$ cat src/rtl/bia_pkg.sv
// ----------------------------------------------------------------------------
// bia_pkg
// Shared types and constants for the bitmap index allocator.
// ----------------------------------------------------------------------------
package bia_pkg;

  // field widths of the stream words
  localparam int unsigned IDX_W    = 10;
  localparam int unsigned OP_W     = 2;
  localparam int unsigned S_DATA_W = 16;
  localparam int unsigned M_DATA_W = 16;

  typedef enum logic [OP_W-1:0] {
    OP_ALLOC   = 2'd0,
    OP_RELEASE = 2'd1,
    OP_MARK    = 2'd2,
    OP_QUERY   = 2'd3
  } bia_op_e;

  typedef enum logic [2:0] {
    ST_CLEAR,
    ST_IDLE,
    ST_CHECK,
    ST_RESP
  } bia_state_e;

endpackage

$ cat src/rtl/bitmap_index_allocator_core.sv
// ----------------------------------------------------------------------------
// bitmap_index_allocator_core
// First-fit index allocator over a bitmap held in a word-wide memory.
// ----------------------------------------------------------------------------
// Usage:
//   Slave stream carries one command word: tuser = operation, tdata = index.
//   Master stream returns one result word per command.
//   Allocate scans the bitmap from word 0, one memory word per cycle, and
//   stops at the first word with a free bit; it reads between 1 and
//   NUM_WORDS words (32 at defaults). Release, mark and query read one
//   word and pass through accept/read, check/write-back and hand-off.
//   One command is in flight at a time.
//   After reset the store is cleared by a sweep over all NUM_WORDS words
//   (one word per cycle), during which s_axis_tready_o stays low.
//   The result sits in an output register; the next command is taken while
//   it waits. If the receiver stalls, a finished result is held in the
//   hand-off state until the output register frees, and no new command is
//   accepted meanwhile.
//   Release/mark/query of an index >= NUM_INDICES: out of range, no effect.
// ----------------------------------------------------------------------------
module bitmap_index_allocator_core #(
  parameter int unsigned NUM_INDICES = 1024,
  parameter int unsigned WORD_BITS   = 32
) (
  input  logic                          clk_i,
  input  logic                          rst_ni,
  // command: tdata = index[9:0], zero pad; tuser = operation[1:0]
  input  logic                          s_axis_tvalid_i,
  output logic                          s_axis_tready_o,
  input  logic [bia_pkg::S_DATA_W-1:0]  s_axis_tdata_i,
  input  logic [bia_pkg::OP_W-1:0]      s_axis_tuser_i,
  // result: tdata = result_index[9:0], present[10], full_res[11],
  //         out_of_range[12], zero pad
  output logic                          m_axis_tvalid_o,
  input  logic                          m_axis_tready_i,
  output logic [bia_pkg::M_DATA_W-1:0]  m_axis_tdata_o
);

  localparam int unsigned NUM_WORDS = (NUM_INDICES + WORD_BITS - 1) / WORD_BITS;
  localparam int unsigned AW        = (NUM_WORDS > 1) ? $clog2(NUM_WORDS) : 1;
  localparam int unsigned PW        = $clog2(WORD_BITS);
  localparam int unsigned BASE_W    = $clog2(NUM_WORDS * WORD_BITS + 1);
  localparam int unsigned LAST_BITS = NUM_INDICES - (NUM_WORDS - 1) * WORD_BITS;
  // reciprocal for index / WORD_BITS, exact over the whole index range
  localparam int unsigned SH        = bia_pkg::IDX_W + $clog2(WORD_BITS) + 1;
  localparam int unsigned RECIP     = ((1 << SH) + WORD_BITS - 1) / WORD_BITS;
  localparam logic [AW-1:0] LAST_WORD = AW'(NUM_WORDS - 1);

  bia_pkg::bia_state_e state_q, state_d;

  logic [AW-1:0]            clr_q, clr_d;
  logic                     m_valid_q, m_valid_d;
  logic [bia_pkg::M_DATA_W-1:0] m_data_q;

  // command held during processing
  bia_pkg::bia_op_e         op_q;
  logic [bia_pkg::IDX_W-1:0] idx_q;
  logic [AW-1:0]            word_q;
  logic [PW-1:0]            bit_q;
  logic [BASE_W-1:0]        base_q;
  logic                     oor_q;

  // pending result
  logic [bia_pkg::IDX_W-1:0] res_idx_q;
  logic                     res_present_q, res_full_q, res_oor_q;

  // incoming command decode
  bia_pkg::bia_op_e         in_op;
  logic [bia_pkg::IDX_W-1:0] in_idx;
  logic [31:0]              div_prod, in_word, in_rem;
  logic                     in_oor;

  assign in_op    = bia_pkg::bia_op_e'(s_axis_tuser_i);
  assign in_idx   = s_axis_tdata_i[bia_pkg::IDX_W-1:0];
  assign div_prod = 32'(in_idx) * 32'(RECIP);
  assign in_word  = div_prod >> SH;
  assign in_rem   = 32'(in_idx) - in_word * 32'(WORD_BITS);
  assign in_oor   = 32'(in_idx) >= 32'(NUM_INDICES);

  // memory ports
  logic                  rd_en, wr_en;
  logic [AW-1:0]         rd_addr, wr_addr;
  logic [WORD_BITS-1:0]  rd_data, wr_data;

  bia_ram #(
    .DEPTH  (NUM_WORDS),
    .WIDTH  (WORD_BITS),
    .ADDR_W (AW)
  ) u_ram (
    .clk_i     (clk_i),
    .wr_en_i   (wr_en),
    .wr_addr_i (wr_addr),
    .wr_data_i (wr_data),
    .rd_en_i   (rd_en),
    .rd_addr_i (rd_addr),
    .rd_data_o (rd_data)
  );

  // bits past NUM_INDICES in the last word never count as free
  logic [WORD_BITS-1:0] last_mask, scan_mask, free_vec;
  for (genvar b = 0; b < WORD_BITS; b++) begin : g_mask
    assign last_mask[b] = (b < LAST_BITS);
  end

  assign scan_mask = (word_q == LAST_WORD) ? last_mask : '1;
  assign free_vec  = ~rd_data & scan_mask;

  logic          found;
  logic [PW-1:0] free_pos;

  bia_ffs #(
    .WIDTH (WORD_BITS),
    .POS_W (PW)
  ) u_ffs (
    .vec_i   (free_vec),
    .found_o (found),
    .pos_o   (free_pos)
  );

  logic is_alloc, scan_more, out_free;
  logic [WORD_BITS-1:0] alloc_bit, op_bit;

  assign is_alloc  = (op_q == bia_pkg::OP_ALLOC);
  assign scan_more = is_alloc && !found && (word_q != LAST_WORD);
  assign out_free  = !m_valid_q || m_axis_tready_i;
  assign alloc_bit = WORD_BITS'(1) << free_pos;
  assign op_bit    = WORD_BITS'(1) << bit_q;

  // ---- next state ----
  always_comb begin
    state_d = state_q;
    unique case (state_q)
      bia_pkg::ST_CLEAR: if (clr_q == LAST_WORD) state_d = bia_pkg::ST_IDLE;
      bia_pkg::ST_IDLE:  if (s_axis_tvalid_i) state_d = bia_pkg::ST_CHECK;
      bia_pkg::ST_CHECK: if (!scan_more) state_d = bia_pkg::ST_RESP;
      bia_pkg::ST_RESP:  if (out_free) state_d = bia_pkg::ST_IDLE;
      default:           state_d = bia_pkg::ST_IDLE;
    endcase
  end

  // ---- memory control and result ----
  logic [bia_pkg::IDX_W-1:0] chk_idx;
  logic                      chk_present, chk_full, chk_oor;

  always_comb begin
    s_axis_tready_o = 1'b0;
    rd_en   = 1'b0;
    rd_addr = word_q + AW'(1);
    wr_en   = 1'b0;
    wr_addr = word_q;
    wr_data = rd_data;
    clr_d   = clr_q;
    chk_idx     = idx_q;
    chk_present = 1'b0;
    chk_full    = 1'b0;
    chk_oor     = 1'b0;
    unique case (state_q)
      bia_pkg::ST_CLEAR: begin
        wr_en   = 1'b1;
        wr_addr = clr_q;
        wr_data = '0;
        clr_d   = clr_q + AW'(1);
      end
      bia_pkg::ST_IDLE: begin
        s_axis_tready_o = 1'b1;
        rd_en   = s_axis_tvalid_i;
        rd_addr = (in_op == bia_pkg::OP_ALLOC) ? '0 : AW'(in_word);
      end
      bia_pkg::ST_CHECK: begin
        if (is_alloc) begin
          rd_en = scan_more;
          if (found) begin
            wr_en   = 1'b1;
            wr_data = rd_data | alloc_bit;
            chk_idx = bia_pkg::IDX_W'(base_q + BASE_W'(free_pos));
          end else begin
            chk_idx  = '0;
            chk_full = 1'b1;
          end
        end else if (oor_q) begin
          chk_oor = 1'b1;
        end else begin
          chk_present = |(rd_data & op_bit);
          unique case (op_q)
            bia_pkg::OP_RELEASE: begin
              wr_en   = 1'b1;
              wr_data = rd_data & ~op_bit;
            end
            bia_pkg::OP_MARK: begin
              wr_en   = 1'b1;
              wr_data = rd_data | op_bit;
            end
            default: wr_en = 1'b0;
          endcase
        end
      end
      bia_pkg::ST_RESP: ;
      default: ;
    endcase
  end

  always_comb begin
    m_valid_d = m_valid_q;
    if (m_axis_tready_i) m_valid_d = 1'b0;
    if (state_q == bia_pkg::ST_RESP && out_free) m_valid_d = 1'b1;
  end

  // ---- control registers ----
  always_ff @(posedge clk_i or negedge rst_ni) begin
    if (!rst_ni) begin
      state_q   <= bia_pkg::ST_CLEAR;
      clr_q     <= '0;
      m_valid_q <= 1'b0;
    end else begin
      state_q   <= state_d;
      clr_q     <= clr_d;
      m_valid_q <= m_valid_d;
    end
  end

  // ---- payload registers ----
  always_ff @(posedge clk_i) begin
    if (state_q == bia_pkg::ST_IDLE && s_axis_tvalid_i) begin
      op_q   <= in_op;
      idx_q  <= in_idx;
      oor_q  <= in_oor;
      bit_q  <= PW'(in_rem);
      word_q <= (in_op == bia_pkg::OP_ALLOC) ? '0 : AW'(in_word);
      base_q <= '0;
    end else if (state_q == bia_pkg::ST_CHECK && scan_more) begin
      word_q <= word_q + AW'(1);
      base_q <= base_q + BASE_W'(WORD_BITS);
    end
    if (state_q == bia_pkg::ST_CHECK && !scan_more) begin
      res_idx_q     <= chk_idx;
      res_present_q <= chk_present;
      res_full_q    <= chk_full;
      res_oor_q     <= chk_oor;
    end
    if (state_q == bia_pkg::ST_RESP && out_free) begin
      m_data_q <= {3'b000, res_oor_q, res_full_q, res_present_q, res_idx_q};
    end
  end

  assign m_axis_tvalid_o = m_valid_q;
  assign m_axis_tdata_o  = m_data_q;

  // ---- assertions ----
  a_result_from_resp: assert property (@(posedge clk_i) disable iff (!rst_ni)
    $rose(m_axis_tvalid_o) |-> $past(state_q == bia_pkg::ST_RESP))
    else $error("result word appeared without a hand-off");

  a_wr_in_range: assert property (@(posedge clk_i) disable iff (!rst_ni)
    wr_en |-> (wr_addr <= LAST_WORD))
    else $error("bitmap write beyond last word");

  a_full_zero: assert property (@(posedge clk_i) disable iff (!rst_ni)
    (state_q == bia_pkg::ST_RESP && res_full_q) |->
      (res_idx_q == '0 && !res_present_q && !res_oor_q))
    else $error("full result carries stray fields");

  a_no_accept_busy: assert property (@(posedge clk_i) disable iff (!rst_ni)
    (state_q == bia_pkg::ST_CLEAR || state_q == bia_pkg::ST_CHECK) |-> !s_axis_tready_o)
    else $error("command accepted while busy");

endmodule

$ cat src/rtl/bia_ram.sv
// ----------------------------------------------------------------------------
// bia_ram
// Bitmap store: one write port, one read port, registered read data.
// ----------------------------------------------------------------------------
module bia_ram #(
  parameter int unsigned DEPTH  = 32,
  parameter int unsigned WIDTH  = 32,
  parameter int unsigned ADDR_W = 5
) (
  input  logic              clk_i,
  input  logic              wr_en_i,
  input  logic [ADDR_W-1:0] wr_addr_i,
  input  logic [WIDTH-1:0]  wr_data_i,
  input  logic              rd_en_i,
  input  logic [ADDR_W-1:0] rd_addr_i,
  output logic [WIDTH-1:0]  rd_data_o
);

  logic [WIDTH-1:0] mem [DEPTH];

  always_ff @(posedge clk_i) begin
    if (wr_en_i) begin
      mem[wr_addr_i] <= wr_data_i;
    end
    if (rd_en_i) begin
      rd_data_o <= mem[rd_addr_i];
    end
  end

endmodule

$ cat src/rtl/bia_ffs.sv
// ----------------------------------------------------------------------------
// bia_ffs
// Finds the lowest set bit of a word (set bit = free slot).
// ----------------------------------------------------------------------------
module bia_ffs #(
  parameter int unsigned WIDTH = 32,
  parameter int unsigned POS_W = 5
) (
  input  logic [WIDTH-1:0] vec_i,
  output logic             found_o,
  output logic [POS_W-1:0] pos_o
);

  always_comb begin
    pos_o = '0;
    for (int b = WIDTH - 1; b >= 0; b--) begin
      if (vec_i[b]) begin
        pos_o = POS_W'(b);
      end
    end
  end

  assign found_o = |vec_i;

endmodule

$ cat config.mk
export PLATFORM = sky130hd
export DESIGN_NAME = bitmap_index_allocator_core
export DESIGN_NICKNAME = d
export VERILOG_FILES = /design/src/rtl/bia_pkg.sv /design/src/rtl/bitmap_index_allocator_core.sv /design/src/rtl/bia_ram.sv /design/src/rtl/bia_ffs.sv
export SDC_FILE = /design/constraint.sdc
export NUM_CORES = 2
export LEC_CHECK = 0
export CORE_UTILIZATION = 40
export DETAILED_ROUTE_END_ITERATION = 8
export DONT_BUFFER_PORTS = 1
export PLACE_DENSITY_LB_ADDON = 0.12
export REMOVE_ABC_BUFFERS = 1
export SLEW_MARGIN = 30
export SYNTH_ARGS = -nofsm -noshare
export SYNTH_HDL_FRONTEND = slang
export SYNTH_HIERARCHICAL = 1
export SYNTH_SLANG_ARGS = --single-unit
$ cat constraint.sdc
create_clock -name clk_i -period 4.41 [get_ports clk_i]
set_input_delay 0.441 -clock clk_i [delete_from_list [all_inputs] [get_ports clk_i]]
set_output_delay 0.441 -clock clk_i [all_outputs]
set_load 0.02 [all_outputs]
==> results.cfg <==
[min_path]
hp-class = in2reg

[floorplan]
fp-row-count = 122
core_area_um2 = 111000
die_w_um = 338
ioPinCount = 40
initial_core_util = 0.405
die_h_um = 338
die_area_um2 = 114000

[final_layout]
design_area_um2 = 52500
layoutNonFillerInstCount = 4509
drive_above_1_share = 0.145
nets = 2953
synthToLayoutAreaGrowth_pct = 16.3
utilization = 0.471
filler_cell_count = 9413

[yosys]
synth.most_common_cell = edfxtp_1
netlist-cell-type-count = 64
synthFlopType = edfxtp_1
synth.area.top_cells = edfxtp_1, mux2i_1, a22oi_1
syn_inst = 2776
postSynthAreaPerCell_um2 = 16.2
synth_edf_count = 1097
yosys_warnings = 6
ys_seq_elements = 1110
ys_seq_area_frac = 0.737
yosysTopAreaCell = edfxtp_1
synthTopCellsByCount = edfxtp_1, mux2i_1, nand2_1
syn_area_um2 = 45100
yosys.area.top_type_share = 0.730
synthArstFlopShare = 0.00721

[clock_tree]
cts_buffer_depth = 3
cts.clk_slew.worst_paths_ns = 0.07
cts_htree_levels = 3
cts_tree = built
worst_skew_pair.late_latency_ns = 0.71
clockRootBuffer = clkbuf_16
cts_sinks = 1110
cts_buffers = 117

[pwr]
p_clk_frac = 0.263
p_leak_nw = 18.4
p_per_area_nw_per_um2 = 715
finalPower_mw = 37.5
vdd_ir_drop_max_mv = 0.547
switching_share = 0.356
internal_power_mw = 24.2
p_seq_frac = 0.386
comb_power_share = 0.352
switchingPower_mw = 13.4

[detailed_routing]
routed_wl_um = 129000
firstDrtPassIters = 5
drt_iter0_drc = 2479
vias = 25257
drcViolationCount = 0
detail-route-antenna-nets = 0
via_per_inst = 5.60
wl_per_cell_um = 28.7

[placement]
portBuffers = 0
pre_cts_slack_ns = 0.273
dp_cells = 4272
gp_congestion = 0.909
hpwl_um = 77800
placed_cell_area_um2 = 48400

[worst_setup_path]
crit_required_ns = 4.73
worst_setup_path_end_kind = register
start_kind = register
crit_type = reg2reg
r2r_start = state_q[1]$_DFFE_PN0P_
rrSetupSlack_ns = 0.25
worstSetupEndpoint = u_ram/rd_data_o[1]$_DFFE_PP_
critical_path.max_fanout = 30
crit_arrival_ns = 4.48
rr_endpoint = u_ram/rd_data_o[1]$_DFFE_PP_
critPathLaunch = state_q[1]$_DFFE_PN0P_
reg2reg_depth = 10

[run_status]
status = finished clean

[sta]
fin_crit_ns = 4.16
worst_slack_ns = 0.251
hold_ws_ns = 0.0786
fmax_ghz = 0.240
tightest_slew_ns = 1.03
slew_violations = 0
max_slew_margin = 0.312
setup-violations-final = 0
hold_viol = 0
tns_ns = 0
rsz0062_at_grt = no
skew_ns = 0.0255
fin_crit_sh = 0.943

[grt]
antenna_found_initial = 1
grt.total_usage = 0.227
grt-ovfl-total = 0
grt_max_degree = 62
grt_pass1_wl_um = 183000
grt_pass1_vias = 24833

[run]
drv_cap = 0
==> worst min-delay path by stage <==
| stage | depth (start not counted) | slack [ns] | endpoint | start |
|---|---|---|---|---|
| 4_1_cts | 2 | 0.04 | word_q[2]$_DFFE_PP_ | s_axis_tdata_i[7] |
| 3_3_place_gp | 0 | 0.15 | m_axis_tvalid_o$_DFFE_PN0P_ | rst_ni |
| 6_report | 2 | 0.08 | word_q[2]$_DFFE_PP_ | s_axis_tdata_i[7] |
| 3_5_place_dp | 0 | 0.15 | m_axis_tvalid_o$_DFFE_PN0P_ | rst_ni |
| 5_1_grt | 2 | 0.07 | word_q[3]$_DFFE_PP_ | s_axis_tdata_i[8] |
| 2_1_floorplan | 0 | 0.15 | clr_q[0]$_DFFE_PN0P_ | rst_ni |
==> layer usage <==
layer | part of all wire | vias up | track usage
met2 | 0.47 | 706 | 0.367
met4 | 0.022 | 0 | 0.0558
li1 | - | 11217 | -
met3 | 0.052 | 159 | 0.0311
met5 | 0 | - | 0
met1 | 0.45 | 13175 | 0.325
==> critical path, cell delays in order (launching register included) <==
cell and delay [ns]:
dfrtp_1 0.41, inv_1 0.12, ha_1 0.45, inv_1 0.24, o21ai_0 0.82, and2_4 0.52, buf_12 0.28, buf_12 0.21
a21oi_1 0.09, a31oi_1 0.21, nand3_1 0.35
==> power by group through the flow <==
| stage | registers, mW | clock network, mW | logic [mW] |
|---|---|---|---|
| after floorplan | 14.6 | 0 | 6.32 |
| after global placement | 14.7 | 0 | 13.0 |
| after detailed placement | 14.7 | 0 | 13.2 |
| after CTS | 14.5 | 10.0 | 13.3 |
| after global routing | 14.5 | 10.4 | 14.1 |
| final | 14.5 | 9.85 | 13.2 |
==> cell usage in the layout, fill, tap and decap left out, types with 5 or more instances in the layout <==
cell type      count
buf_16             9
nor2_4            33
nand2b_1           9
dfxtp_1            5
dfrtp_1            8
nand3b_1          10
o21ai_0           56
dlygate4sd3_1     14
nand4_1            5
edfxtp_1        1097
mux2_2             9
a22oi_1           99
o31ai_1            5
buf_4            116
inv_1             49
o221ai_2          23
xor2_1             5
or3_1              9
nand2_1          142
and3_1             7
a22o_1            64
nor2b_1            8
clkinv_2          33
nand3_1          108
clkbuf_16        117
nor3_1            40
buf_12            36
or2_2              5
o221ai_4           5
ha_1              13
nor3b_1            6
bufinv_16         15
clkinv_1          25
mux2i_1          517
nor4_1             8
clkbuf_1          17
a31oi_1           35
nor2_1            31
a21oi_1          139
==> sequential cells by signal, summed over array words and instances (netlist names), 5 cells and up <==
| signal | flops |
|---|---|
| u_ram/rd_data_o | 32 |
| word_q | 5 |
| u_ram/mem | 1024 |
| m_axis_tdata_o | 12 |
| idx_q | 10 |
| clr_q | 5 |
| res_idx_q | 10 |
| base_q | 5 |
==> cell families after synthesis <==
logic type	after synthesis	share of synthesized area
DFF	1110	0.737
xor gates and xnor gates	9	0.00175
buffers and inverters	206	0.0244
other	1	0.0000831
adders and majority gates	13	0.00361
muxes	527	0.117
AOI/OAI and AO/OA	455	0.0667
and+or+nand+nor	455	0.0492
==> what timing repair did <==
item	in CTS	in global routing
hold buffers	14	0
hold endpoints to repair	21	0
buffers inserted	0	0
resized for setup	0	0
endpoints found under the setup margin	0	0
==> cell type report <==
type,count,area (um^2),share of cell area
clock buffers,134,2990,0.0570
diodes,1,2.50,0.0000477
flip-flops and latches,1110,33200,0.634
multi-input cells,1463,11300,0.215
inverters,49,184,0.00351
clock inverters,87,867,0.0165
repair buffers,177,2010,0.0383
well taps,1488,1860,0.0355
No activity file was read; power rests on OpenSTA's default activity.
